**src/rtl/core/ctc_pkg.sv**
```systemverilog
package ctc_pkg;

   localparam int MAX_WORD_DEF = 100;
   localparam int KW_NUM_DEF   = 13;
   localparam int KW_SLOTS     = 32;
   localparam int QUEUE_DEPTH  = 4;
   localparam int QUEUE_PTR_W  = $clog2(QUEUE_DEPTH);

   typedef enum logic [2:0] {
      CLS_KEYWORD  = 3'd0,
      CLS_CONSTANT = 3'd1,
      CLS_IDENT    = 3'd2,
      CLS_UNKNOWN  = 3'd3,
      CLS_OPERATOR = 3'd4,
      CLS_PUNCT    = 3'd5,
      CLS_TOO_LONG = 3'd6
   } token_class_type;

   typedef struct packed {
      logic       action;
      logic [7:0] byte_in;
   } req_type;

   typedef struct packed {
      logic [2:0] token_class;
      logic [6:0] token_length;
      logic [3:0] keyword_index;
      logic [7:0] symbol;
      logic       last_of_run;
   } rsp_type;

   typedef struct packed {
      rsp_type first_rsp;
      rsp_type second_rsp;
      logic    two_rsp;
   } entry_type;

   function automatic logic [3:0] kw_len(input logic [4:0] idx);
      logic [3:0] len;
      unique case (idx)
         5'd0:    len = 4'd3;
         5'd1:    len = 4'd5;
         5'd2:    len = 4'd4;
         5'd3:    len = 4'd6;
         5'd4:    len = 4'd2;
         5'd5:    len = 4'd4;
         5'd6:    len = 4'd5;
         5'd7:    len = 4'd3;
         5'd8:    len = 4'd6;
         5'd9:    len = 4'd4;
         5'd10:   len = 4'd5;
         5'd11:   len = 4'd8;
         5'd12:   len = 4'd2;
         default: len = 4'd0;
      endcase
      return len;
   endfunction

   // The first character of a keyword sits in the highest used byte.
   function automatic logic [63:0] kw_text(input logic [4:0] idx);
      logic [63:0] txt;
      unique case (idx)
         5'd0:    txt = 64'("int");
         5'd1:    txt = 64'("float");
         5'd2:    txt = 64'("char");
         5'd3:    txt = 64'("double");
         5'd4:    txt = 64'("if");
         5'd5:    txt = 64'("else");
         5'd6:    txt = 64'("while");
         5'd7:    txt = 64'("for");
         5'd8:    txt = 64'("return");
         5'd9:    txt = 64'("void");
         5'd10:   txt = 64'("break");
         5'd11:   txt = 64'("continue");
         5'd12:   txt = 64'("do");
         default: txt = 64'd0;
      endcase
      return txt;
   endfunction

   function automatic logic [7:0] kw_char(input logic [4:0] idx, input logic [2:0] pos);
      logic [3:0]  len;
      logic [2:0]  sel;
      logic [63:0] txt;
      len = kw_len(idx);
      sel = 3'(len - 4'd1 - {1'b0, pos});
      txt = kw_text(idx) >> {sel, 3'b000};
      return txt[7:0];
   endfunction

   function automatic logic is_space(input logic [7:0] c);
      return (c == 8'h20) || ((c >= 8'h09) && (c <= 8'h0D));
   endfunction

   function automatic logic is_operator(input logic [7:0] c);
      return (c == "+") || (c == "-") || (c == "*") || (c == "/") ||
             (c == "%") || (c == "=") || (c == "<") || (c == ">") ||
             (c == "!") || (c == "&") || (c == "|") || (c == "^");
   endfunction

   function automatic logic is_punct(input logic [7:0] c);
      return (c == ";") || (c == ",") || (c == "(") || (c == ")") ||
             (c == "{") || (c == "}") || (c == "[") || (c == "]");
   endfunction

   function automatic logic is_digit(input logic [7:0] c);
      return (c >= "0") && (c <= "9");
   endfunction

   function automatic logic is_alpha(input logic [7:0] c);
      return ((c >= "a") && (c <= "z")) || ((c >= "A") && (c <= "Z"));
   endfunction

endpackage

```
**src/rtl/core/ctc_front.sv**
```systemverilog
module ctc_front #(
   parameter int MAX_WORD = 100,
   parameter int KW_NUM   = 13
) (
   input  logic               clock,
   input  logic               reset,
   input  logic               accept,
   input  ctc_pkg::req_type   item,
   output ctc_pkg::entry_type entry,
   output logic               entry_valid
);
   import ctc_pkg::*;

   localparam int LW = $clog2(MAX_WORD);

   logic [LW-1:0]     len_ff, len_in;
   logic [KW_NUM-1:0] cand_ff, cand_in, cand_add;
   logic              dig_ff, dig_in;
   logic              idok_ff, idok_in;

   logic [7:0]    c;
   logic          has_word;
   logic          found;
   logic [4:0]    kw_idx;
   logic [LW-1:0] len_plus;
   logic [LW+6:0] len_ext, len_plus_ext;
   rsp_type       word_rsp, sym_rsp, long_rsp;

   assign c            = item.byte_in;
   assign has_word     = (len_ff != '0);
   assign len_plus     = len_ff + 1'b1;
   assign len_ext      = (LW+7)'(len_ff);
   assign len_plus_ext = (LW+7)'(len_plus);

   always_comb begin
      found  = 1'b0;
      kw_idx = 5'd0;
      for (int i = KW_NUM - 1; i >= 0; i--) begin
         if (cand_ff[i] && ((LW+4)'(kw_len(5'(i))) == (LW+4)'(len_ff))) begin
            found  = 1'b1;
            kw_idx = 5'(i);
         end
      end
   end

   always_comb begin
      for (int i = 0; i < KW_NUM; i++) begin
         cand_add[i] = cand_ff[i] &&
                       ((LW+4)'(len_ff) < (LW+4)'(kw_len(5'(i)))) &&
                       (kw_char(5'(i), len_ff[2:0]) == c);
      end
   end

   always_comb begin
      word_rsp               = '0;
      word_rsp.token_length  = len_ext[6:0];
      word_rsp.last_of_run   = 1'b1;
      if (found) begin
         word_rsp.token_class   = CLS_KEYWORD;
         word_rsp.keyword_index = kw_idx[3:0];
      end else if (dig_ff) begin
         word_rsp.token_class = CLS_CONSTANT;
      end else if (idok_ff) begin
         word_rsp.token_class = CLS_IDENT;
      end else begin
         word_rsp.token_class = CLS_UNKNOWN;
      end

      sym_rsp              = '0;
      sym_rsp.token_class  = is_operator(c) ? CLS_OPERATOR : CLS_PUNCT;
      sym_rsp.token_length = 7'd1;
      sym_rsp.symbol       = c;
      sym_rsp.last_of_run  = 1'b1;

      long_rsp              = '0;
      long_rsp.token_class  = CLS_TOO_LONG;
      long_rsp.token_length = len_plus_ext[6:0];
      long_rsp.last_of_run  = 1'b1;
   end

   always_comb begin
      len_in      = len_ff;
      cand_in     = cand_ff;
      dig_in      = dig_ff;
      idok_in     = idok_ff;
      entry       = '0;
      entry_valid = 1'b0;
      if (accept) begin
         if (item.action || is_space(c)) begin
            entry.first_rsp = word_rsp;
            entry_valid     = has_word;
            len_in          = '0;
            cand_in         = '1;
            dig_in          = 1'b1;
            idok_in         = 1'b1;
         end else if (is_operator(c) || is_punct(c)) begin
            if (has_word) begin
               entry.first_rsp             = word_rsp;
               entry.first_rsp.last_of_run = 1'b0;
               entry.second_rsp            = sym_rsp;
               entry.two_rsp               = 1'b1;
            end else begin
               entry.first_rsp = sym_rsp;
            end
            entry_valid = 1'b1;
            len_in      = '0;
            cand_in     = '1;
            dig_in      = 1'b1;
            idok_in     = 1'b1;
         end else if (len_ff == LW'(MAX_WORD - 2)) begin
            entry.first_rsp = long_rsp;
            entry_valid     = 1'b1;
            len_in          = '0;
            cand_in         = '1;
            dig_in          = 1'b1;
            idok_in         = 1'b1;
         end else begin
            len_in  = len_plus;
            cand_in = cand_add;
            dig_in  = dig_ff && is_digit(c);
            if (!has_word) begin
               idok_in = is_alpha(c) || (c == "_");
            end else begin
               idok_in = idok_ff && (is_alpha(c) || is_digit(c) || (c == "_"));
            end
         end
      end
   end

   always_ff @(posedge clock) begin
      if (reset) begin
         len_ff  <= '0;
         cand_ff <= '1;
         dig_ff  <= 1'b1;
         idok_ff <= 1'b1;
      end else begin
         len_ff  <= len_in;
         cand_ff <= cand_in;
         dig_ff  <= dig_in;
         idok_ff <= idok_in;
      end
   end

endmodule

```
**src/rtl/core/ctc_back.sv**
```systemverilog
module ctc_back (
   input  logic               clock,
   input  logic               reset,
   input  logic               wr_en,
   input  ctc_pkg::entry_type wr_entry,
   output logic               full,
   output logic               empty,
   input  logic               pop,
   output ctc_pkg::rsp_type   rsp_item
);
   import ctc_pkg::*;

   entry_type              mem_ff [QUEUE_DEPTH];
   logic [QUEUE_PTR_W-1:0] wr_ptr_ff, wr_ptr_in;
   logic [QUEUE_PTR_W-1:0] rd_ptr_ff, rd_ptr_in;
   logic [QUEUE_PTR_W:0]   count_ff, count_in;
   logic                   half_ff, half_in;
   entry_type              head;
   logic                   take, deq;

   assign head     = mem_ff[rd_ptr_ff];
   assign full     = (count_ff == (QUEUE_PTR_W+1)'(QUEUE_DEPTH));
   assign empty    = (count_ff == '0);
   assign rsp_item = half_ff ? head.second_rsp : head.first_rsp;
   assign take     = pop && !empty;
   assign deq      = take && (half_ff || !head.two_rsp);

   always_comb begin
      wr_ptr_in = wr_en ? wr_ptr_ff + 1'b1 : wr_ptr_ff;
      rd_ptr_in = deq ? rd_ptr_ff + 1'b1 : rd_ptr_ff;
      count_in  = count_ff + (QUEUE_PTR_W+1)'(wr_en) - (QUEUE_PTR_W+1)'(deq);
      half_in   = half_ff;
      if (deq) begin
         half_in = 1'b0;
      end else if (take) begin
         half_in = 1'b1;
      end
   end

   always_ff @(posedge clock) begin
      if (wr_en) begin
         mem_ff[wr_ptr_ff] <= wr_entry;
      end
   end

   always_ff @(posedge clock) begin
      if (reset) begin
         wr_ptr_ff <= '0;
         rd_ptr_ff <= '0;
         count_ff  <= '0;
         half_ff   <= 1'b0;
      end else begin
         wr_ptr_ff <= wr_ptr_in;
         rd_ptr_ff <= rd_ptr_in;
         count_ff  <= count_in;
         half_ff   <= half_in;
      end
   end

endmodule

```
**src/rtl/core/c_token_classifier_top.sv**
```systemverilog
// A result is queued as its item is accepted and shows once older ones are popped.
// Throughput: one item per cycle while full is low; an item that causes two
// results holds the result side for two pops, and the four-entry queue between
// the classifier and the result side sets how far input may run ahead of the pops.
// Reset is synchronous and active high; it empties the queue and restarts the word.
module c_token_classifier_top #(
   parameter int MAX_WORD = ctc_pkg::MAX_WORD_DEF,
   parameter int KW_NUM   = ctc_pkg::KW_NUM_DEF
) (
   input  logic             clock,
   input  logic             reset,
   input  logic             push,
   output logic             full,
   input  ctc_pkg::req_type req_item,
   output logic             empty,
   input  logic             pop,
   output ctc_pkg::rsp_type rsp_item
);
   import ctc_pkg::*;

   entry_type entry;
   logic      entry_valid;
   logic      accept;

   assign accept = push && !full;

   ctc_front #(
      .MAX_WORD (MAX_WORD),
      .KW_NUM   (KW_NUM)
   ) u_front (
      .clock       (clock),
      .reset       (reset),
      .accept      (accept),
      .item        (req_item),
      .entry       (entry),
      .entry_valid (entry_valid)
   );

   ctc_back u_back (
      .clock    (clock),
      .reset    (reset),
      .wr_en    (entry_valid),
      .wr_entry (entry),
      .full     (full),
      .empty    (empty),
      .pop      (pop),
      .rsp_item (rsp_item)
   );

endmodule

```
**config.mk**
```make
export PLATFORM = sky130hd
export DESIGN_NAME = c_token_classifier_top
export DESIGN_NICKNAME = d
export VERILOG_FILES = /design/src/rtl/core/ctc_pkg.sv /design/src/rtl/core/ctc_front.sv /design/src/rtl/core/ctc_back.sv /design/src/rtl/core/c_token_classifier_top.sv
export SDC_FILE = /design/constraint.sdc
export NUM_CORES = 1
export LEC_CHECK = 0
export BUFFER_PORTS_ARGS = -buffer_cell sky130_fd_sc_hd__buf_2
export CELL_PAD_IN_SITES_DETAIL_PLACEMENT = 1
export CELL_PAD_IN_SITES_GLOBAL_PLACEMENT = 1
export CORE_ASPECT_RATIO = 0.6
export CORE_MARGIN = 3
export CORE_UTILIZATION = 55
export DETAILED_ROUTE_END_ITERATION = 12
export PLACE_DENSITY_LB_ADDON = 0.12
export REMOVE_ABC_BUFFERS = 1
export SETUP_SLACK_MARGIN = 0.2
export SYNTH_ARGS = -nofsm -noshare
export SYNTH_HDL_FRONTEND = slang
export SYNTH_SLANG_ARGS = --single-unit
```
**constraint.sdc**
```tcl
create_clock -name clock -period 9.5 [get_ports clock]
set_clock_uncertainty 0.05 [all_clocks]
set_input_delay 2.85 -clock clock [delete_from_list [all_inputs] [get_ports clock]]
set_output_delay 2.85 -clock clock [all_outputs]
set_load 0.03 [all_outputs]
```
==> results of run 1 <==
-- cell type report --
| class | instances | area, um^2 |
|---|---|---|
| flip-flops and latches | 164 | 4610 |
| clock inverters | 14 | 143 |
| multi-input cells | 504 | 3810 |
| fillers | 1489 | 5400 |
| well taps | 198 | 248 |
| clock buffers | 18 | 429 |
| repair buffers | 48 | 268 |
| inverters | 18 | 67.6 |
-- worst paths after layout --
check                startpoint            endpoint  slack [ns]
max                 req_item[3]  u_back.count_ff[2]        3.19
min          u_front.cand_ff[8]  u_front.cand_ff[8]        0.43
max reg2reg   u_front.len_ff[1]  u_front.cand_ff[6]        5.01
min reg2reg  u_front.cand_ff[8]  u_front.cand_ff[8]        0.43
-- Yosys cell counts (4+ instances only) --
library cell	count	area, um^2
a211o_1	8	70.1
buf_2	7	35.0
nand2_1	72	270
a21oi_1	21	105
nand3b_1	9	67.6
nor3_1	18	90.1
nor3b_1	8	60.1
nand4_1	8	50.1
dfxtp_1	32	641
or4_1	4	30.0
mux4_2	33	743
nand3_1	19	95.1
and2_1	25	156
a32oi_1	4	35.0
and3_1	6	37.5
o22ai_1	6	37.5
xnor2_1	21	184
xor2_1	13	114
nor4_1	8	50.1
edfxtp_1	132	3960
a31oi_1	8	50.1
mux2i_1	12	120
nor2b_1	15	93.8
nor2_1	43	161
o21ai_0	30	150
ha_1	24	300
buf_1	11	41.3
or3_1	6	37.5
clkbuf_1	36	135
inv_1	18	67.6
nand2b_1	13	81.3
-- layer usage --
metal | wire, um | up-vias | part of all wire (%) | GRT usage (%)
met1 | 11200 | 3289 | 43 | 42.3
met3 | 2540 | 44 | 9.8 | 9.80
met5 | 0 | - | 0 | 0
met2 | 11800 | 321 | 45 | 48.3
li1 | - | 2771 | - | -
met4 | 475 | 0 | 1.8 | 8.55
-- power by group through the flow --
stage	sequential [mW]	clock [mW]	combinational [mW]
floorplan	0.874	0	0.392
global placement	0.857	0	0.569
detailed placement	0.861	0	0.592
CTS	0.846	0.679	0.601
global route	0.849	0.711	0.651
finish	0.847	0.675	0.603
-- registers in the layout (all words and copies together), names as in the netlist, named ones only --
signal            count
u_front.cand_ff      13
u_back.count_ff       3
u_front.idok_ff       1
u_back.half_ff        1
u_back.wr_ptr_ff      2
u_back.rd_ptr_ff      2
u_back.mem_ff       132
u_front.dig_ff        1
u_front.len_ff        7
-- cells by family (layout without fill, tap and decap cells) --
group	after synthesis	in the layout	synth area share, %
adders and majority gates	25	25	3.69
DFF	164	164	53.0
xor gates and xnor gates	34	34	3.43
other	1	8	0.0431
buffers and inverters	74	98	3.47
AOI/OAI and AO/OA	117	117	9.08
and+or+nand+nor	273	273	17.1
muxes	47	47	10.2
-- critical path: stages --
cell,delay [ns]
buf_2,0.52
or4b_1,0.51
o41ai_2,0.29
a31oi_2,0.16
nor4b_4,0.20
buf_4,0.22
a21oi_2,0.35
inv_1,0.10
ha_1,0.30
inv_1,0.05
ha_1,0.19
fa_1,0.38
xnor2_1,0.18
xnor2_1,0.15
nor2_1,0.06
-- layout by cell type (no fill, tap or decap), drive strengths merged, types with 24 or more instances in the layout --
master,synthesis,routed
edfxtp,132,132
nand2,72,72
buf,20,48
nor2,43,43
mux4,33,33
o21ai,33,33
dfxtp,32,32
and2,25,25
inv,18,25
ha,24,24
==> flow_metrics.tcl, run 1 <==
set metrics [dict create \
    fp.dieW_um 168 \
    num_vias 6425 \
    hold_ws_ns 0.430 \
    finalWorstSetupSlack_ns 3.19 \
    synth_area_um2 8690 \
    n_antenna_cell 0 \
    wire_per_inst_um 27.0 \
    arrival_ns 6.55 \
    relSlewSlack_pct -5.68 \
    rsz0062_at_grt "no" \
    postLayoutCoreUtil_pct 63.9 \
    stdcell_area_um2 9570 \
    p_seq_share_pct 39.8 \
    min_delay_path_depth 1 \
    p_sw_share_pct 35.1 \
    path_class "primary input to flip-flop" \
    p_int_mw 1.38 \
    start_kind "primary input" \
    async_flop_share_pct 0 \
    synthCells 735 \
    ir_drop_v 0.000216 \
    pre_cts_slack_ns 2.81 \
    wl_mm 26.0 \
    cts_tree "done" \
    hold_class "flip-flop to flip-flop" \
    cts-resized-gates 0 \
    clkLatencyLatePin_ns 0.43 \
    ys_ff_latch 164 \
    violations "capacitance limit, slew limit" \
    globalRouteTotalUtil_pct 30.8 \
    maxCapViolations 1 \
    grt_first_pass_wirelength_mm 39.7 \
    nets 791 \
    hold_viol_final 0 \
    finalSetupTns_ns 0 \
    grt_max_degree 36 \
    overflow 0 \
    core_area_um2 15000 \
    grt_pass1_vias 6581 \
    netSwitchingPower_mw 0.745 \
    drcViolationCount 0 \
    layout-drive-gt1-share_pct 16.6 \
    antenna_found_initial 0 \
    dp_hpwl_mm 17.0 \
    finalSetupViolCount 0 \
    finalNonFillerCells 964 \
    cts_made_buffers 17 \
    cts_sinks 164 \
    power_frac_comb_pct 28.4 \
    synth_area_per_cell_um2 11.8 \
    cp_max_fo 31 \
    area_delta_synth_final_pct 10.1 \
    min_period_ns 6.31 \
    slew_violations 2 \
    cts_buffer_depth 2 \
    first_pass_iters 5 \
    status "complete, but fails checks" \
    ant_nets 0 \
    max_freq_ghz 0.159 \
    period_share_pct 66.4 \
    via_per_inst 6.66 \
    dp_cells 932 \
    synth_edf_count 132 \
    tightest_slew_ns 1.55 \
    synth.distinct_cells 72 \
    htree_levels 4 \
    yosysSeqAreaShare_pct 53.0 \
    initial_core_util_pct 58.0 \
    die-height_um 103 \
    yosys_most_used_dff "edfxtp_1" \
    end_kind "flip-flop" \
    row_count 34 \
    reg2regPathDepth 10 \
    synth_warnings 0 \
    die_area_um2 17400 \
    postCtsSetupBuffers 0 \
    pin_count 38 \
    clockPowerShare_pct 31.8 \
    gp_congestion 0.927 \
    power.leakage_nw 3.33 \
    clk_pin_slew_ns 0.07 \
    root_buffer "clkbuf_16" \
    cp_data_required_time_ns 9.74 \
    portBuffers 37 \
    drt_iter0_drc 819 \
    placed_area_um2 9000 \
    power_density_nw_per_um2 222 \
    power_mw 2.12 \
    hold_buffers 0 \
]
Note: power is estimated with default switching activity, not from simulation.
==> run 2, diff against run 1 <==
--- a/config.mk
+++ b/config.mk
@@ -10,7 +10,7 @@
 export CELL_PAD_IN_SITES_GLOBAL_PLACEMENT = 1
 export CORE_ASPECT_RATIO = 0.6
 export CORE_MARGIN = 3
-export CORE_UTILIZATION = 55
+export CORE_UTILIZATION = 46
 export DETAILED_ROUTE_END_ITERATION = 12
 export PLACE_DENSITY_LB_ADDON = 0.12
 export REMOVE_ABC_BUFFERS = 1
==> constraint.sdc (replaced) <==
create_clock -name clock -period 5.5 [get_ports clock]
set_clock_uncertainty 0.05 [all_clocks]
set_input_delay 1.65 -clock clock [delete_from_list [all_inputs] [get_ports clock]]
set_output_delay 1.65 -clock clock [all_outputs]
set_load 0.03 [all_outputs]
==> run 2 against run 1 <==
Compared with the run above: non-clock buffer count grew 10; first-iteration DRC count shrank 17%; total power grew 75%; register-to-register slack lost 3.6 ns; final cell count grew 5.4%; worst setup slack lost 2.2 ns; the flow now finishes without violations; hold slack lost 0.0035 ns; critical endpoint unchanged.
==> flow_metrics.tcl, run 2 (synthesis gave the netlist of run 1 again) <==
set metrics [dict create \
    status "finished clean" \
    layout_commonest_cell "edfxtp_1" \
    fp.dieW_um 183 \
    initial_core_util_pct 47.5 \
    area_delta_synth_final_pct 12.0 \
    hold_ws_ns 0.426 \
    clk_pin_slew_ns 0.07 \
    placed_area_um2 9120 \
    hold_viol_final 0 \
    via_per_inst 6.12 \
    row_count 38 \
    drcViolationCount 0 \
    die-height_um 112 \
    slew_violations 0 \
    finalSetupTns_ns 0 \
    critPathMaxStageDelay_ns 0.48 \
    clkLatencyLatePin_ns 0.42 \
    wl_mm 24.6 \
    ant_nets 0 \
    tightest_slew_ns 0.997 \
    ir_drop_v 0.000224 \
    maxCapViolations 0 \
    path_class "primary input to flip-flop" \
    start_kind "primary input" \
    path_delay_family "adder cells" \
    grt_max_degree 34 \
    dp_hpwl_mm 16.7 \
    power_frac_comb_pct 27.0 \
    largest-register "u_back.mem_ff" \
    min_period_ns 4.46 \
    cp_data_required_time_ns 5.74 \
    overflow 0 \
    hold_class "flip-flop to flip-flop" \
    power.leakage_nw 3.40 \
    cts-resized-gates 0 \
    r2r_slack_ns 1.42 \
    p_seq_share_pct 40.0 \
    power_density_nw_per_um2 383 \
    postCtsSetupBuffers 0 \
    most-common-layout-cells "132 x edfxtp_1, 72 x nand2_1, 43 x nor2_1" \
    grt_pass1_vias 6230 \
    arrival_ns 4.69 \
    fillers 1913 \
    multiInputGateArea_um2 3810 \
    ff_latch_area_um2 4610 \
    hold_buffers 0 \
    grt_first_pass_wirelength_mm 37.9 \
    cp_cell_sequence "buf_2, or4b_1, o41ai_2, a31oi_2, nor4b_4, a21oi_2, inv_1, ha_1, inv_1, ha_1, fa_1, xnor2_1, xnor2_1, nor2_1" \
    antenna_found_initial 0 \
    period_share_pct 81.0 \
    cp_max_fo 16 \
    gp_congestion 0.928 \
    clockPowerShare_pct 33.0 \
    largest_registers "u_back.mem_ff x132, u_front.cand_ff x13, u_front.len_ff x7" \
    largest_register_ffs 132 \
    pin_count 38 \
    crit_buf_inv 3 \
    cts_sinks 164 \
    htree_levels 4 \
    globalRouteTotalUtil_pct 24.3 \
    root_buffer "clkbuf_16" \
    n_antenna_cell 0 \
    relSlewSlack_pct 31.8 \
    p_int_mw 2.51 \
    netSwitchingPower_mw 1.22 \
    wire_per_inst_um 24.2 \
    die_area_um2 20600 \
    max_freq_ghz 0.224 \
    portBuffers 37 \
    stdcell_area_um2 9740 \
    nets 801 \
    core_area_um2 18300 \
    slowest_stage "or4b_1" \
    rsz0062_at_grt "no" \
    end_kind "flip-flop" \
    first_pass_iters 7 \
    num_vias 6221 \
    p_sw_share_pct 32.7 \
    cts_tree "done" \
    cts_made_buffers 17 \
    cts_buffer_depth 2 \
    drt_iter0_drc 678 \
    layout-drive-gt1-share_pct 17.5 \
    finalSetupViolCount 0 \
]
-- run 2: changes by cell type in the layout (fill, tap and decap cells not counted), moves of 2 or more --
cell and change:
clkinv_1 +3, inv_8 -2, bufinv_16 +3, inv_6 -3
clkinvlp_4 -2, clkinv_4 +4, clkinv_8 -2, buf_4 +9
-- run 2: per-stage QoR --
stage               power (mW)  setup slack (ns)  std cells  utilization [%]
global placement          2.49             0.698        983             49.8
detailed placement        2.52             0.601        983             49.8
CTS                       3.75              1.04       1015             53.2
finish                    3.73              1.04       1016             53.2
floorplan                 2.19              1.08        686                -
global route              3.89             0.862       1016             53.2
-- run 2: final cells by class --
type / count / area share (%)
Clock buffer: 17 / 4.37
Clock inverter: 15 / 1.88
Inverter: 18 / 0.694
Multi-Input combinational cell: 504 / 39.2
Sequential cell: 164 / 47.3
Tap cell: 240 / 3.08
Timing Repair Buffer: 58 / 3.50
-- run 2: worst register-to-register path, delay by kind of cell, from the launching register on --
family / cells / cell delay, ns
adders and majority gates: 4 / 1.41
and+or+nand+nor: 3 / 0.99
AOI/OAI and AO/OA: 1 / 0.51
buffers and inverters: 3 / 0.38
xor gates and xnor gates: 2 / 0.31
DFF: 1 / 0.31
-- run 2: per-layer routing --
layer	global-route usage (%)	part of all wire (%)	vias to the layer above
li1	-	-	2788
met1	37.0	47	3173
met2	35.0	44	245
met3	6.87	8.6	15
met4	4.92	0.62	0
met5	0	0	-
-- run 2: worst paths after layout --
path / start / end / depth (start not counted)
min reg2reg: u_front.cand_ff[8] / u_front.cand_ff[8] / 1
min: u_front.cand_ff[8] / u_front.cand_ff[8] / 1
max: req_item[3] / u_back.count_ff[2] / 14
max reg2reg: u_front.len_ff[0] / u_back.count_ff[2] / 13
-- run 2: power by group through the flow --
stage	logic, mW	registers, mW	clock network, mW
after floorplan	0.676	1.51	0
after CTS	1.00	1.49	1.25
after detailed placement	0.996	1.52	0
after global routing	1.09	1.51	1.30
after global placement	0.975	1.51	0
final	1.01	1.49	1.23
==> run 3, diff against run 2 <==
--- a/config.mk
+++ b/config.mk
@@ -5,12 +5,13 @@
 export SDC_FILE = /design/constraint.sdc
 export NUM_CORES = 1
 export LEC_CHECK = 0
+export ABC_AREA = 1
 export BUFFER_PORTS_ARGS = -buffer_cell sky130_fd_sc_hd__buf_2
 export CELL_PAD_IN_SITES_DETAIL_PLACEMENT = 1
 export CELL_PAD_IN_SITES_GLOBAL_PLACEMENT = 1
 export CORE_ASPECT_RATIO = 0.6
 export CORE_MARGIN = 3
-export CORE_UTILIZATION = 46
+export CORE_UTILIZATION = 43
 export DETAILED_ROUTE_END_ITERATION = 12
 export PLACE_DENSITY_LB_ADDON = 0.12
 export REMOVE_ABC_BUFFERS = 1
==> constraint.sdc (replaced) <==
create_clock -name clock -period 3.81 [get_ports clock]
set_clock_uncertainty 0.05 [all_clocks]
set_input_delay 1.143 -clock clock [delete_from_list [all_inputs] [get_ports clock]]
set_output_delay 1.143 -clock clock [all_outputs]
set_load 0.03 [all_outputs]
==> run 3 against run 2 <==
Compared with the run above: clock power is 38% higher; largest power group unchanged; clock-buffer cell count grew 3; routed wire length is 12% higher; die area grew 6.0%; sequential share of layout area shrank 0.99 points; hold slack worse by 0.0085 ns; total power increased by 52%; largest cell class unchanged; final area is 2.2% higher; critical endpoint is now rsp_item[8]; sequential cell count unchanged; final cell count increased by 28%; synthesized area decreased by 0.62%.
==> flow_metrics.tcl, run 3 <==
set metrics [dict create \
    async_flop_share_pct 0 \
    overflow 0 \
    num_vias 7238 \
    nets 1064 \
    hold_class "flip-flop to flip-flop" \
    drcViolationCount 0 \
    die_area_um2 21900 \
    status "finished clean" \
    reg2regPathDepth 11 \
    synth_top_area_share_pct 45.9 \
    hold_buffers 0 \
    placed_area_um2 9350 \
    fp.dieW_um 189 \
    pin_count 38 \
    power_mw 5.68 \
    clkLatencyLatePin_ns 0.43 \
    largest_registers "u_back.mem_ff x132, u_front.cand_ff x13, u_front.len_ff x7" \
    cp_data_required_time_ns 2.62 \
    min_period_ns 3.37 \
    yosys_most_used_dff "edfxtp_1" \
    htree_levels 4 \
    wire_per_inst_um 21.1 \
    grt.met2_usage_pct 39.1 \
    cp_max_fo 25 \
    row_count 39 \
    maxCapViolations 0 \
    hold_viol_final 0 \
    cts_sinks 164 \
    dp_hpwl_mm 19.8 \
    cts_tree "done" \
    synth_largest_area_cell "edfxtp_1" \
    synth_common_cells "186 x nor2_1, 157 x nand2_1, 132 x edfxtp_1" \
    synth_edf_count 132 \
    power_density_nw_per_um2 571 \
    synth_warnings 0 \
    root_buffer "clkbuf_16" \
    yosys-top-cells-area "edfxtp_1 46%, nor2_1 8.1%, dfxtp_1 7.4%, nand2_1 6.8%, o21ai_0 5.4%" \
    antenna_found_initial 0 \
    synth.distinct_cells 49 \
    portBuffers 37 \
    cts_made_buffers 17 \
    grt_first_pass_wirelength_mm 43.0 \
    power.leakage_nw 3.89 \
    grt_pass1_vias 7249 \
    ir_drop_v 0.000392 \
    globalRouteTotalUtil_pct 26.1 \
    slew_violations 0 \
    synth_area_per_cell_um2 8.88 \
    end_kind "output pin" \
    drt_iter0_drc 619 \
    area_delta_synth_final_pct 15.2 \
    min_delay_path_depth 1 \
    grt_busiest_layer "met2" \
    n_antenna_cell 0 \
    synthCells 973 \
    finalWorstSetupSlack_ns 0.437 \
    clk_pin_slew_ns 0.06 \
    largest-register "u_back.mem_ff" \
    via_per_inst 5.55 \
    arrival_ns 2.18 \
    cts_buffer_depth 2 \
    relSlewSlack_pct 51.0 \
    tightest_slew_ns 0.731 \
    wl_mm 27.6 \
    pre_cts_slack_ns 0.150 \
    largest_register_ffs 132 \
    core_area_um2 19400 \
    layout_commonest_cell "nor2_1" \
    period_share_pct 88.5 \
    yosysSeqAreaShare_pct 53.3 \
    start_kind "flip-flop" \
    rsz0062_at_grt "no" \
    most-common-layout-cells "182 x nor2_1, 157 x nand2_1, 132 x edfxtp_1" \
    die-height_um 116 \
    met3_usage_pct 7.01 \
    gp_congestion 0.913 \
    ys_ff_latch 164 \
    first_pass_iters 5 \
    initial_core_util_pct 44.6 \
    layout-drive-gt1-share_pct 14.0 \
    max_freq_ghz 0.297 \
    synth_area_um2 8640 \
    path_class "flip-flop to output pin" \
    met1_usage_pct 38.7 \
    ant_nets 0 \
    finalSetupViolCount 0 \
    stdcell_area_um2 9950 \
    finalSetupTns_ns 0 \
    grt_max_degree 35 \
    synth_most_common_cell "nor2_1" \
]
-- run 3: stage by stage --
stage          std cells  utilization, %  hold slack [ns]
6_report            1305            51.3            0.418
5_1_grt             1305            51.3            0.433
4_1_cts             1305            51.3            0.412
3_5_place_dp        1273            48.3            0.397
3_3_place_gp        1273            48.3            0.391
2_1_floorplan        934               -            0.370
-- run 3: per-layer routing --
metal,share of wire [%],wire length (um),vias to the layer above
li1,-,-,3412
met1,50,13800,3630
met2,43,11700,181
met3,6.6,1820,15
met4,0.67,185,0
met5,0,0,-
-- run 3: logic make-up after synthesis --
family          share of synthesized area, %
simple gates                            21.5
compound gates                          12.1
flops                                   53.3
buf+inv                                 5.74
xor+xnor                                3.65
fa+ha+maj                               3.71
other cells                           0.0434
-- run 3: timing repair --
action | CTS | global route
gates resized for setup | 1 | 2
hold endpoints to repair | 0 | 0
endpoints found under the setup margin | 11 | 5
setup buffers | 0 | 0
pin swaps | 0 | 0
-- run 3: area by class of cell --
class                           instances  area, um^2
Fill cell                            2276        9430
Clock buffer                           20         467
Multi-Input combinational cell        695        3600
Sequential cell                       164        4610
Clock inverter                         12         120
Inverter                               75         288
Timing Repair Buffer                   73         531
Tap cell                              266         333
-- run 3: path summary, 6_finish.rpt --
check                                        start                  to  slack (ns)
worst max-delay path                     flip-flop         rsp_item[8]        0.44
worst min-delay path            u_front.cand_ff[2]  u_front.cand_ff[2]        0.42
worst max register to register   u_front.len_ff[1]  u_back.count_ff[2]        0.94
worst min register to register  u_front.cand_ff[2]  u_front.cand_ff[2]        0.42
-- run 3: report_power, final --
part           switching, mW  internal [mW]  total [mW]
clock network          0.738          0.963        1.70
logic                   1.30          0.544        1.84
registers             0.0893           2.04        2.13
total                   2.13           3.55        5.68
-- run 3: critical path: stages (launching register included) --
cell	delay [ns]
dfxtp_4	0.48
buf_12	0.21
buf_4	0.25
o21ai_0	0.15
o22ai_1	0.19
nor2_1	0.06
a31oi_1	0.17
buf_2	0.23
